==> src/pbpb_pkg.sv <==
// ----------------------------------------------------------------------------
// pbpb_pkg
// Types, codes and helper functions of the bit-plane packet builder.
// ----------------------------------------------------------------------------
`default_nettype none

package pbpb_pkg;

	typedef enum logic [1:0] {
		OP_PIXEL = 2'd0,
		OP_GAMMA = 2'd1,
		OP_READ  = 2'd2,
		OP_SHOW  = 2'd3
	} op_t;

	typedef struct packed {
		op_t        operation;
		logic [3:0] col;
		logic [3:0] row;
		logic [7:0] value;
		logic [7:0] gamma_index;
	} in_word_t;

	typedef struct packed {
		logic [7:0] out_byte;
		logic       last;
	} out_word_t;

	typedef enum logic [2:0] {
		ST_IDLE,
		ST_PIXEL,
		ST_READ,
		ST_SHOW1,
		ST_SHOW2
	} state_t;

	localparam int CFG_INDEX_W = 3;
	localparam int CFG_DATA_W  = 8;

	localparam logic [CFG_INDEX_W-1:0] REG_ROTATION      = 3'd0;
	localparam logic [CFG_INDEX_W-1:0] REG_GAMMA_ENABLE  = 3'd1;
	localparam logic [CFG_INDEX_W-1:0] REG_MAGIC_FIRST   = 3'd2;
	localparam logic [CFG_INDEX_W-1:0] REG_MAGIC_SECOND  = 3'd3;
	localparam logic [CFG_INDEX_W-1:0] REG_FRAME_COMMAND = 3'd4;
	localparam logic [CFG_INDEX_W-1:0] REG_SHOW_COMMAND  = 3'd5;

	localparam logic [1:0] ROT_NONE          = 2'd0;
	localparam logic [1:0] ROT_QUARTER       = 2'd1;
	localparam logic [1:0] ROT_HALF          = 2'd2;
	localparam logic [1:0] ROT_THREE_QUARTER = 2'd3;

	localparam logic [3:0] COORD_MAX = 4'd15;

	localparam int ENTRIES      = 32;
	localparam int ENTRY_W      = 5;
	localparam int GAMMA_DEPTH  = 256;
	localparam int GAMMA_ADDR_W = 8;

	localparam logic [7:0] CRC_POLY = 8'h31;

	localparam int MAX_RESULTS = 3;
	localparam int OFIFO_DEPTH = 4;
	localparam int OFIFO_PTR_W = 2;
	localparam int OFIFO_CNT_W = 3;
	localparam logic [OFIFO_CNT_W-1:0] OFIFO_ACCEPT_MAX =
		OFIFO_CNT_W'(OFIFO_DEPTH - MAX_RESULTS);

	function automatic logic [7:0] crc8_update(input logic [7:0] crc_in,
		input logic [7:0] data);
		logic [7:0] crc;
		logic [7:0] d;
		crc = crc_in;
		d = data;
		for (int i = 0; i < 8; i++) begin
			if (crc[7] ^ d[7]) begin
				crc = {crc[6:0], 1'b0} ^ CRC_POLY;
			end else begin
				crc = {crc[6:0], 1'b0};
			end
			d = {d[6:0], 1'b0};
		end
		return crc;
	endfunction

endpackage

`default_nettype wire

==> src/panel_bitplane_packet_builder_core.sv <==
// ----------------------------------------------------------------------------
// panel_bitplane_packet_builder_core
// Builds the bit-plane frame packet and show trailer for one 16x16 panel.
// ----------------------------------------------------------------------------
// Items are taken one at a time. A gamma load and a header or CRC read are
// done on acceptance, a pixel and a plane byte read add a write-back (the
// plane memory is read on acceptance and the merged or cleared entry is
// written back the cycle after, with the gamma lookup issued alongside),
// and a show item holds the block while its three trailer words are pushed
// into the four-word output queue. An item is taken only while at most one
// word waits in that queue. The plane store needs no clearing pass: a valid
// bit per entry makes untouched entries read as zero straight after reset.
`default_nettype none

module panel_bitplane_packet_builder_core import pbpb_pkg::*; #(
	parameter int PLANES    = 8,
	parameter int FRAME_LEN = 256
) (
	input  wire logic                   clk,
	input  wire logic                   arst_n,
	input  wire logic                   in_valid,
	output      logic                   in_stall,
	input  wire in_word_t               in_word,
	output      logic                   out_valid,
	input  wire logic                   out_stall,
	output      out_word_t              out_word,
	input  wire logic                   cfg_write,
	input  wire logic [CFG_INDEX_W-1:0] cfg_index,
	input  wire logic [CFG_DATA_W-1:0]  cfg_data
);

	localparam int PLANE_W = 8 * PLANES;
	localparam int POS_W   = $clog2(FRAME_LEN + 4);

	localparam logic [POS_W-1:0] POS_MAGIC_FIRST  = POS_W'(0);
	localparam logic [POS_W-1:0] POS_MAGIC_SECOND = POS_W'(1);
	localparam logic [POS_W-1:0] POS_COMMAND      = POS_W'(2);
	localparam logic [POS_W-1:0] POS_FIRST_PLANE  = POS_W'(3);
	localparam logic [POS_W-1:0] POS_CRC          = POS_W'(FRAME_LEN + 3);

	logic [1:0] rotation_q;
	logic       gamma_enable_q;
	logic [7:0] magic_first_q;
	logic [7:0] magic_second_q;
	logic [7:0] frame_command_q;
	logic [7:0] show_command_q;

	state_t             state_q;
	state_t             state_next;
	logic [POS_W-1:0]   pos_q;
	logic [7:0]         crc_q;
	logic [ENTRIES-1:0] valid_q;

	logic [ENTRY_W-1:0] entry_s1;
	logic [2:0]         bit_s1;
	logic [7:0]         value_s1;
	logic [2:0]         lane_s1;

	logic [3:0]         pix_x;
	logic [3:0]         pix_y;
	logic [ENTRY_W-1:0] pix_entry;
	logic [POS_W-1:0]   pos_offset;
	logic [7:0]         plane_k;
	logic               pos_in_frame;
	logic               idle_ready;
	logic               in_acc;
	logic               out_pop;
	out_word_t          header_word;

	logic [PLANE_W-1:0] plane_rd_data;
	logic [PLANE_W-1:0] old_word;
	logic [PLANE_W-1:0] pix_mask;
	logic [PLANE_W-1:0] cleared_word;
	logic [7:0]         pix_value;
	logic [7:0]         rd_byte;
	logic [7:0]         gamma_rd_data;

	logic               plane_rd_en;
	logic [ENTRY_W-1:0] plane_rd_addr;
	logic               plane_wr_en;
	logic [PLANE_W-1:0] plane_wr_data;
	logic               gamma_wr_en;
	logic               gamma_rd_en;
	logic               push;
	out_word_t          push_word;

	logic [OFIFO_CNT_W-1:0] fifo_count;

	always_comb begin
		unique case (rotation_q)
			ROT_NONE: begin
				pix_x = in_word.col;
				pix_y = in_word.row;
			end
			ROT_QUARTER: begin
				pix_x = in_word.row;
				pix_y = COORD_MAX - in_word.col;
			end
			ROT_HALF: begin
				pix_x = COORD_MAX - in_word.col;
				pix_y = COORD_MAX - in_word.row;
			end
			ROT_THREE_QUARTER: begin
				pix_x = COORD_MAX - in_word.row;
				pix_y = in_word.col;
			end
		endcase
	end

	assign pix_entry    = {pix_x[3], pix_y};
	assign pos_offset   = pos_q - POS_FIRST_PLANE;
	assign plane_k      = 8'(pos_offset);
	assign pos_in_frame = (pos_q >= POS_FIRST_PLANE) && (pos_q < POS_CRC);

	assign idle_ready = (state_q == ST_IDLE) && (fifo_count <= OFIFO_ACCEPT_MAX);
	assign in_stall   = !idle_ready;
	assign in_acc     = in_valid && idle_ready;
	assign out_pop    = out_valid && !out_stall;

	always_comb begin
		header_word.last = 1'b0;
		priority if (pos_q == POS_MAGIC_FIRST) begin
			header_word.out_byte = magic_first_q;
		end else if (pos_q == POS_MAGIC_SECOND) begin
			header_word.out_byte = magic_second_q;
		end else if (pos_q == POS_COMMAND) begin
			header_word.out_byte = frame_command_q;
		end else begin
			header_word.out_byte = crc_q;
			header_word.last     = 1'b1;
		end
	end

	assign old_word  = valid_q[entry_s1] ? plane_rd_data : '0;
	assign pix_value = gamma_enable_q ? gamma_rd_data : value_s1;

	always_comb begin
		pix_mask     = '0;
		rd_byte      = 8'd0;
		cleared_word = old_word;
		for (int p = 0; p < PLANES; p++) begin
			pix_mask[8*p +: 8] = pix_value[p] ? (8'd1 << bit_s1) : 8'd0;
			if (lane_s1 == 3'(p)) begin
				rd_byte               = old_word[8*p +: 8];
				cleared_word[8*p +: 8] = 8'd0;
			end
		end
	end

	always_comb begin
		state_next = state_q;
		unique case (state_q)
			ST_IDLE: begin
				if (in_acc) begin
					unique case (in_word.operation)
						OP_PIXEL: state_next = ST_PIXEL;
						OP_GAMMA: state_next = ST_IDLE;
						OP_READ:  state_next = pos_in_frame ? ST_READ : ST_IDLE;
						OP_SHOW:  state_next = ST_SHOW1;
					endcase
				end
			end
			ST_PIXEL: state_next = ST_IDLE;
			ST_READ:  state_next = ST_IDLE;
			ST_SHOW1: state_next = ST_SHOW2;
			ST_SHOW2: state_next = ST_IDLE;
			default:  state_next = ST_IDLE;
		endcase
	end

	always_comb begin
		plane_rd_en   = 1'b0;
		plane_rd_addr = pix_entry;
		plane_wr_en   = 1'b0;
		plane_wr_data = old_word | pix_mask;
		gamma_wr_en   = 1'b0;
		gamma_rd_en   = 1'b0;
		push          = 1'b0;
		push_word     = '{out_byte: magic_first_q, last: 1'b0};
		unique case (state_q)
			ST_IDLE: begin
				if (in_acc) begin
					unique case (in_word.operation)
						OP_PIXEL: begin
							plane_rd_en = 1'b1;
							gamma_rd_en = 1'b1;
						end
						OP_GAMMA: begin
							gamma_wr_en = 1'b1;
						end
						OP_READ: begin
							if (pos_in_frame) begin
								plane_rd_en   = 1'b1;
								plane_rd_addr = plane_k[4:0];
							end else begin
								push      = 1'b1;
								push_word = header_word;
							end
						end
						OP_SHOW: begin
							push = 1'b1;
						end
					endcase
				end
			end
			ST_PIXEL: begin
				plane_wr_en = 1'b1;
			end
			ST_READ: begin
				plane_wr_en   = 1'b1;
				plane_wr_data = cleared_word;
				push          = 1'b1;
				push_word     = '{out_byte: rd_byte, last: 1'b0};
			end
			ST_SHOW1: begin
				push      = 1'b1;
				push_word = '{out_byte: magic_second_q, last: 1'b0};
			end
			ST_SHOW2: begin
				push      = 1'b1;
				push_word = '{out_byte: show_command_q, last: 1'b1};
			end
			default: begin
			end
		endcase
	end

	always_ff @(posedge clk or negedge arst_n) begin
		if (!arst_n) begin
			rotation_q      <= ROT_NONE;
			gamma_enable_q  <= 1'b0;
			magic_first_q   <= 8'd0;
			magic_second_q  <= 8'd0;
			frame_command_q <= 8'd0;
			show_command_q  <= 8'd0;
		end else if (cfg_write) begin
			unique case (cfg_index)
				REG_ROTATION:      rotation_q      <= cfg_data[1:0];
				REG_GAMMA_ENABLE:  gamma_enable_q  <= cfg_data[0];
				REG_MAGIC_FIRST:   magic_first_q   <= cfg_data;
				REG_MAGIC_SECOND:  magic_second_q  <= cfg_data;
				REG_FRAME_COMMAND: frame_command_q <= cfg_data;
				REG_SHOW_COMMAND:  show_command_q  <= cfg_data;
				default: begin
				end
			endcase
		end
	end

	always_ff @(posedge clk or negedge arst_n) begin
		if (!arst_n) begin
			state_q <= ST_IDLE;
			pos_q   <= '0;
			crc_q   <= 8'd0;
			valid_q <= '0;
		end else begin
			state_q <= state_next;
			if (in_acc && (in_word.operation == OP_READ)) begin
				if (pos_q == POS_CRC) begin
					pos_q <= '0;
					crc_q <= 8'd0;
				end else begin
					pos_q <= pos_q + 1'b1;
				end
			end
			if (state_q == ST_READ) begin
				crc_q <= crc8_update(crc_q, rd_byte);
			end
			if (plane_wr_en) begin
				valid_q[entry_s1] <= 1'b1;
			end
		end
	end

	always_ff @(posedge clk) begin
		if (in_acc) begin
			entry_s1 <= plane_rd_addr;
			bit_s1   <= pix_x[2:0];
			value_s1 <= in_word.value;
			lane_s1  <= plane_k[7:5];
		end
	end

	pbpb_ram #(
		.WIDTH(PLANE_W),
		.DEPTH(ENTRIES)
	) u_plane_ram (
		.clk     (clk),
		.wr_en   (plane_wr_en),
		.wr_addr (entry_s1),
		.wr_data (plane_wr_data),
		.rd_en   (plane_rd_en),
		.rd_addr (plane_rd_addr),
		.rd_data (plane_rd_data)
	);

	pbpb_ram #(
		.WIDTH(8),
		.DEPTH(GAMMA_DEPTH)
	) u_gamma_ram (
		.clk     (clk),
		.wr_en   (gamma_wr_en),
		.wr_addr (in_word.gamma_index),
		.wr_data (in_word.value),
		.rd_en   (gamma_rd_en),
		.rd_addr (in_word.value),
		.rd_data (gamma_rd_data)
	);

	pbpb_fifo u_out_fifo (
		.clk       (clk),
		.arst_n    (arst_n),
		.push      (push),
		.push_word (push_word),
		.pop       (out_pop),
		.out_valid (out_valid),
		.out_word  (out_word),
		.count     (fifo_count)
	);

endmodule

`default_nettype wire

==> src/pbpb_ram.sv <==
// ----------------------------------------------------------------------------
// pbpb_ram
// Generic synchronous RAM with one write port and one registered read port.
// ----------------------------------------------------------------------------
`default_nettype none

module pbpb_ram #(
	parameter int WIDTH = 8,
	parameter int DEPTH = 256,
	localparam int ADDR_W = (DEPTH > 1) ? $clog2(DEPTH) : 1
) (
	input  wire logic              clk,
	input  wire logic              wr_en,
	input  wire logic [ADDR_W-1:0] wr_addr,
	input  wire logic [WIDTH-1:0]  wr_data,
	input  wire logic              rd_en,
	input  wire logic [ADDR_W-1:0] rd_addr,
	output      logic [WIDTH-1:0]  rd_data
);

	logic [WIDTH-1:0] mem_q [DEPTH];

	always_ff @(posedge clk) begin
		if (wr_en) begin
			mem_q[wr_addr] <= wr_data;
		end
		if (rd_en) begin
			rd_data <= mem_q[rd_addr];
		end
	end

endmodule

`default_nettype wire

==> src/pbpb_fifo.sv <==
// ----------------------------------------------------------------------------
// pbpb_fifo
// Small output queue that parts the packet builder from the output link.
// ----------------------------------------------------------------------------
`default_nettype none

module pbpb_fifo import pbpb_pkg::*; (
	input  wire logic                   clk,
	input  wire logic                   arst_n,
	input  wire logic                   push,
	input  wire out_word_t              push_word,
	input  wire logic                   pop,
	output      logic                   out_valid,
	output      out_word_t              out_word,
	output      logic [OFIFO_CNT_W-1:0] count
);

	out_word_t              slot_q [OFIFO_DEPTH];
	logic [OFIFO_PTR_W-1:0] wr_ptr_q;
	logic [OFIFO_PTR_W-1:0] rd_ptr_q;
	logic [OFIFO_CNT_W-1:0] count_q;

	always_ff @(posedge clk or negedge arst_n) begin
		if (!arst_n) begin
			wr_ptr_q <= '0;
			rd_ptr_q <= '0;
			count_q  <= '0;
		end else begin
			if (push) begin
				wr_ptr_q <= wr_ptr_q + 1'b1;
			end
			if (pop) begin
				rd_ptr_q <= rd_ptr_q + 1'b1;
			end
			unique case ({push, pop})
				2'b10:   count_q <= count_q + 1'b1;
				2'b01:   count_q <= count_q - 1'b1;
				default: count_q <= count_q;
			endcase
		end
	end

	always_ff @(posedge clk) begin
		if (push) begin
			slot_q[wr_ptr_q] <= push_word;
		end
	end

	assign out_valid = (count_q != '0);
	assign out_word  = slot_q[rd_ptr_q];
	assign count     = count_q;

endmodule

`default_nettype wire

==> config.mk <==
export PLATFORM = sky130hd
export DESIGN_NAME = panel_bitplane_packet_builder_core
export DESIGN_NICKNAME = d
export VERILOG_FILES = /design/src/pbpb_pkg.sv /design/src/panel_bitplane_packet_builder_core.sv /design/src/pbpb_ram.sv /design/src/pbpb_fifo.sv
export SDC_FILE = /design/constraint.sdc
export NUM_CORES = 2
export LEC_CHECK = 0
export BUFFER_PORTS_ARGS = -buffer_cell sky130_fd_sc_hd__buf_2
export CAP_MARGIN = 5
export CORE_MARGIN = 2
export CORE_UTILIZATION = 35
export CTS_CLUSTER_SIZE = 10
export DETAILED_ROUTE_END_ITERATION = 7
export HOLD_SLACK_MARGIN = 0.02
export SLEW_MARGIN = 20
export SYNTH_ARGS = -nofsm -noshare
export SYNTH_HDL_FRONTEND = slang
export SYNTH_HIERARCHICAL = 1
export SYNTH_MEMORY_MAX_BITS = 65536
export SYNTH_SLANG_ARGS = --single-unit
==> constraint.sdc <==
create_clock -name clk -period 4.94 [get_ports clk]
set_input_delay 0.247 -clock clk [delete_from_list [all_inputs] [get_ports clk]]
set_output_delay 0.247 -clock clk [all_outputs]
set_load 0.01 [all_outputs]
# Word level (Yosys, flattened, before mapping)
# Memory sizes are Yosys's and may differ from the RTL's. A register that Yosys moved wholly into a read port is not among the register bits.
# Cells that the tools add are included.
[word_totals]
mem_count = 3
out_inout_bits = 11
ram_bits = 4132
register_bits = 113
[memory_table]
columns = ["memory", "depth", "word_bits", "rd", "rd_clocked_by_memory_dff", "wr", "line", "source"]
rows = [
  ["u_gamma_ram.mem_q", 256, 8, 1, 1, 1, "pbpb_ram.sv:21", "logic [WIDTH-1:0] mem_q [DEPTH];"],
  ["u_plane_ram.mem_q", 32, 64, 1, 1, 1, "pbpb_ram.sv:21", ""],
  ["u_out_fifo.slot_q", 4, 9, 1, 0, 1, "pbpb_fifo.sv:18", "out_word_t slot_q [OFIFO_DEPTH];"],
]
[op_classes]
n_lt_le_gt_ge = 5
reduce_logical = 27
n_eq_ne = 28
mux = 92
bitwise_logic = 18
shift = 1
addsub = 8
[ops]
columns = ["cell", "n"]
rows = [
  ["$mux W8", 38],
  ["$mux W64", 2],
  ["$or A64 B64 Y64", 1],
  ["$mux W6", 8],
  ["$mux W9", 4],
  ["$pmux W9 S4", 1],
  ["$or A32 B32 Y32", 1],
  ["$pmux W4 S4", 2],
  ["$not A3 Y3", 8],
  ["$mux W1", 23],
  ["$eq A3 B3 Y1 const B", 7],
  ["$mux W5", 4],
  ["$eq A3 B2 Y1 const B", 6],
  ["$reduce_and A2 Y1", 7],
  ["$pmux W3 S2", 2],
  ["$pmux W3 S4", 1],
  ["$eq A2 B2 Y1 const B", 5],
  ["$add A9 B1 Y9 const B", 1],
  ["$eq A3 B1 Y1 const B", 3],
  ["$eq A9 B1 Y1 const B", 1],
  ["$eq A9 B2 Y1 const B", 1],
  ["$eq A9 B9 Y1 const B", 1],
  ["$ge A9 B2 Y1 const B", 1],
  ["$logic_not A3 Y1", 3],
  ["26 further kinds", 48],
]

# Longest topological paths before layout
[depth]
ltp_word = 35
ltp_mapped = 18
ltp_nobuf = 12

# Cells and area by module
# The synthesis kept the hierarchy.
[modules_own_cells]
columns = ["mod", "cells_per_inst", "area_per_inst_um2", "n_inst"]
rows = [
  ["pbpb_ram at u_gamma_ram", 3733, 79636.4, 1],
  ["pbpb_ram at u_plane_ram", 3097, 79605.1, 1],
  ["panel_bitplane_packet_builder_core", 694, 7079.3, 1],
  ["pbpb_fifo", 79, 1684.1, 1],
]

# Worst setup path before layout
# Ideal clock, no wire load.
[synth_timing]
kind = "reg-to-reg"
startpoint = "reg state_q[0]"
endpoint = "mem u_plane_ram/mem_q[28][0] (netlist bit), enable pin"
arrival_time_ns = 4.223
slack_ns = 0.231
required_ns = 4.453
stages_incl_launch_ff = 7
cell_sequence = "dfrtp_1 > buf_2 > xnor2_1 > nor2_1 > or3b_2 > clkbuf_1 > nor2_1"
[synth_between]
elab_chain_cells = 5
word_cells_on_any_way = 6
cone_classes = "2 x eq/ne; 3 x mux; 1 x reduce/logical"
[synth_lines]
columns = ["element", "line", "source"]
rows = [
  ["from (decl)", "panel_bitplane_packet_builder_core.sv:48", "state_t state_q;"],
  ["from (signal assigned)", "panel_bitplane_packet_builder_core.sv:257", "state_q <= state_next;"],
  ["$eq A3 B2 Y1 or $eq A3 B1 Y1 (tied branches)", "panel_bitplane_packet_builder_core.sv:180", "unique case (state_q)"],
  ["$reduce_or A2 Y1 (no line) *", "-", ""],
  ["$mux W1 *", "panel_bitplane_packet_builder_core.sv:180", ""],
  ["net plane_wr_en", "panel_bitplane_packet_builder_core.sv:80", "logic plane_wr_en;"],
  ["$mux W1 *", "pbpb_ram.sv:24", "if (wr_en) begin"],
  ["$mux W1 (not written as such) *", "pbpb_ram.sv:25", "mem_q[wr_addr] <= wr_data;"],
  ["to (decl)", "pbpb_ram.sv:21", ""],
]
# Mark *: on every way through the listed nets, which the timed path passes. The rest lies on a longest branch.

# Worst setup path in the final report
[layout_timing]
startpoint = "reg pos_q[7]"
endpoint = "reg u_plane_ram.rd_data[4], read port of u_plane_ram.mem_q (data pin)"
[layout_between]
elab_chain_cells = 6
word_cells_on_any_way = 11
cone_classes = "2 x order compare; 8 x mux; 1 x reduce/logical"
[layout_lines]
columns = ["element", "line", "source"]
rows = [
  ["from (decl)", "panel_bitplane_packet_builder_core.sv:50", "logic [POS_W-1:0] pos_q;"],
  ["from (signal assigned)", "panel_bitplane_packet_builder_core.sv:263", "pos_q <= pos_q + 1'b1;"],
  ["$ge A9 B2 Y1 or $lt A9 B9 Y1 (tied branches)", "panel_bitplane_packet_builder_core.sv:113", "assign pos_in_frame = (pos_q >= POS_FIRST_PLANE) && (pos_q < POS_CRC);"],
  ["$logic_and A1 B1 Y1 *", "panel_bitplane_packet_builder_core.sv:113", ""],
  ["$mux W5 *", "panel_bitplane_packet_builder_core.sv:192", "if (pos_in_frame) begin"],
  ["$mux W5 *", "panel_bitplane_packet_builder_core.sv:183", "unique case (in_word.operation)"],
  ["$mux W5 *", "panel_bitplane_packet_builder_core.sv:182", "if (in_acc) begin"],
  ["$mux W5 *", "panel_bitplane_packet_builder_core.sv:180", ""],
  ["net plane_rd_addr[1]", "panel_bitplane_packet_builder_core.sv:79", "logic [ENTRY_W-1:0] plane_rd_addr;"],
  ["to (decl)", "pbpb_ram.sv:18", "output logic [WIDTH-1:0] rd_data"],
]
# Marks and branches as above.
# A chain may end at the register's enable or synchronous reset.

==> summary.txt <==
Run status
  • Outcome: finished clean

Global route
  • Initial antenna violation count: 29
  • Largest net degree at the start of global routing: 108
  • GR Util All Layers: 17.9%
  • GRT overflow: 0
  • Vias in the first global route: 83062
  • First-pass GRT wire length: 629000 microns

STA
  • Crit path time final: 4.73 ns
  • Final Cycle Share: 95.8%
  • # setup viols final: 0
  • Final slew viol count: 0
  • Worst slew margin: 22.4%
  • RSZ-0062 raised after global routing: no
  • Layout Skew: 0.0996 ns
  • Sum of negative setup slack: 0 ns
  • Fmax: 0.211 GHz
  • Least-Margin Pin Slew: 1.15 ns
  • Final hold viol count: 0

Finish
  • Final Instance Count excl. Fillers: 14614
  • Fillers: 41500
  • Nets: 8179
  • Area Overhead vs Synth: 14.0%
  • Share of layout cells above drive strength 1: 27.2%

Routing
  • Mean number of vias per cell: 5.69
  • Detailed Route Iter0 Violations: 11139
  • Antenna-violating nets left: 0
  • Drt drc: 0
  • Post-Route WL: 445000 microns
  • Wirelength per Cell: 30.5 microns
  • Vias: 83223
  • 1st-pass router iterations: 6

Place
  • Post-Place Cells: 14004
  • Gpl congestion: 0.835
  • I/O Buffers: 52
  • Post-DP HPWL: 252000 microns

Yosys
  • Post-synthesis async set-or-reset flop share: 2.18%
  • Complex-gate fraction of the synthesized area: 2.57%
  • Xor/xnor cell area share of the yosys netlist: 0.309%
  • Register area share after synthesis: 76.9%
  • Fraction of the mapped netlist area in adder cells: 0.109%
  • Yosys Warn Count: 6
  • Mapped Cells: 7603
  • Number of flops mapped to enable cells by yosys: 4223
  • FF+latch count, synth: 4317
  • Post-synth cell types: 83
  • Proportion of synthesized area in mux cells: 16.7%
  • Most used DFF post-synth: edfxtp_1
  • Post-Syn Area per Cell: 22.1 sq um
  • Syn Nets: 7659
  • Cell area after synthesis: 0.168 sq mm
  • Simple-gate area share of the yosys netlist: 2.02%
  • Largest family of logic cells by synthesized area: multiplexers

Die
  • Initial core utilization: 35.1%
  • Row count: 254
  • Full die area: 0.486 sq mm
  • I/O Pins: 53
  • Die W: 697 microns
  • Die Span Y: 697 microns
  • Core Box Area: 0.478 sq mm

CTS
  • Longest Clk Path Bufs: 4
  • Hold_buf cts: 43
  • Clk slew on worst S/H paths: 0.06 ns
  • Clk sinks: 4317
  • Clock root buffer: clkbuf_16
  • CTS tree: yes
  • Cts repair resizes: 0
  • H-tree levels: 5
  • Worst skew pair latency: 1.03 ns
  • TritonCTS Buffers: 474
  • Setup Buffers After CTS: 0

Critical path
  • Worst Path Required: 5.67 ns
  • Reg2Reg Setup Slack: 0.21 ns
  • CP Class: flop to flop
  • Bufs and invs on worst path: 3
  • R2r endpoint: u_plane_ram/rd_data[4]
  • Crit end category: flop
  • Max incr delay on CP: 0.59 ns
  • Critical path depth: 11
  • Critical Path Fanout Max: 31
  • RR Startpoint: pos_q[7]
  • CP Launch Type: flop
  • Critical-path cell list: nor4_2, buf_4, nor2b_1, mux2i_1, nand3_1, buf_4, o21ai_4, buf_4, mux4_2, mux4_2, mux2_2
  • Most frequent CP cell: buf_4
  • Slowest CP cell: o21ai_4
  • Top cell family by delay on the critical path: multiplexers
  • Depth of the most critical reg-to-reg path: 11
  • Crit path arrival time: 5.46 ns

Flow run
  • Max-cap violations: 0

Min path
  • Worst hold stages: 3
  • WHS Endpoint: u_gamma_ram/mem_q[158][6]
  • Hold Startpoint: in_word[3]
  • Worst Hold Class: input port to flop

Power
  • Max IR drop VDD: 381 uV
  • Pwr Density: 457 mW/mm^2
  • Leakage power: 59.5 nW
## report_power, final
group	total [mW]	switching (mW)	internal [mW]
Combinational	14.3	7.82	6.45
Sequential	42.7	0.522	42.2
Clock	30.6	13.5	17.2
## area by class of cell
class / instances / area [sq um] / area share, %
antenna: 7 / 17.5 / 0.00914
sequential: 4317 / 129000 / 67.4
clock inverter: 31 / 544 / 0.284
tap: 6400 / 8010 / 4.18
inverter: 19 / 73.8 / 0.0385
timing repair buffer: 470 / 4690 / 2.45
clock buffer: 529 / 12200 / 6.37
multi-input combinational: 2841 / 36900 / 19.3
## routing by layer
| layer | global-route usage, % | routed length, microns |
|---|---|---|
| met5 | 0 | 31 |
| met4 | 5.40 | 13800 |
| met3 | 3.23 | 41700 |
| met2 | 27.6 | 206000 |
| met1 | 26.0 | 184000 |
## synthesized netlist by cell type (all sizes together) (16+ instances only)
master | number | area share (%)
xnor2 | 42 | 0.23
a22o | 43 | 0.22
inv | 18 | 0.040
nand3 | 53 | 0.16
mux2i | 227 | 1.4
a22oi | 136 | 0.61
buf | 240 | 0.99
and2 | 16 | 0.060
a21o | 25 | 0.11
nor2b | 47 | 0.18
a221oi | 27 | 0.15
dfrtp | 94 | 1.4
nor3 | 32 | 0.095
nor2 | 377 | 0.84
o22ai | 47 | 0.18
nor4 | 34 | 0.15
o221ai | 52 | 0.27
o21ai | 74 | 0.22
nand2 | 104 | 0.23
a21oi | 121 | 0.37
clkbuf | 186 | 0.42
mux2 | 118 | 0.79
edfxtp | 4223 | 75
a211oi | 21 | 0.094
mux4 | 1082 | 15
## state kept, by name, summed over array words and instances (netlist names), 9 cells and up
signal / count
valid_q: 32
pos_q: 9
u_plane_ram/mem_q: 2048
u_gamma_ram/mem_q: 2048
u_plane_ram/rd_data: 64
u_out_fifo/slot_q: 36
## cell usage in the layout, fill, tap and decap left out, types with 51 or more instances in the layout
cell type | Yosys | final
a21oi_1 | 117 | 117
a22oi_1 | 136 | 136
buf_12 | 8 | 88
buf_4 | 44 | 288
clkbuf_16 | 0 | 480
dfrtp_1 | 94 | 94
edfxtp_1 | 4223 | 4223
mux2_2 | 118 | 118
mux2i_1 | 225 | 223
mux4_2 | 1079 | 1079
nand2_1 | 104 | 103
nand3_1 | 53 | 53
nor2_1 | 377 | 342
o221ai_1 | 51 | 51
## kinds of logic (layout without fill, tap and decap cells)
family                   Yosys count  in the layout
AO/OA/AOI/OAI                    611            611
XOR/XNOR                          56             56
adder cells (fa/ha/maj)           14             14
buffers and inverters            445           1049
flip-flops                      4317           4317
multiplexers                    1427           1427
other                              0              7
AND/OR/NAND/NOR                  733            733
## worst min-delay path, delay by kind of cell
family	cells	cell delay [ns]
and+or+nand+nor	2	0.49
buffers and inverters	1	0.16
## worst max path at each step
stage | startpoint | to | slack [ns]
detailed placement | pos_q[4] | u_plane_ram/rd_data[4] | 0.26
floorplan | state_q[0] | u_plane_ram/mem_q[28][0] | 0.23
CTS | pos_q[4] | u_plane_ram/rd_data[4] | 0.25
global placement | pos_q[4] | u_plane_ram/rd_data[4] | 0.27
global route | pos_q[4] | u_plane_ram/rd_data[46] | 0.01
finish | pos_q[7] | u_plane_ram/rd_data[4] | 0.21
## stage by stage
step	instance area [sq um]	utilization, %	power, mW	hold slack (ns)	worst slack, ns
2_1_floorplan	168000	-	53.1	-0.0486	0.231
3_3_place_gp	178000	37.3	57.4	0.149	0.266
3_5_place_dp	178000	37.3	57.7	0.156	0.256
4_1_cts	192000	40.0	88.3	0.0203	0.252
5_1_grt	192000	40.1	90.5	0.0912	0.0125
6_report	192000	40.1	87.6	0.116	0.209
No activity file was read; power rests on OpenSTA's default activity.
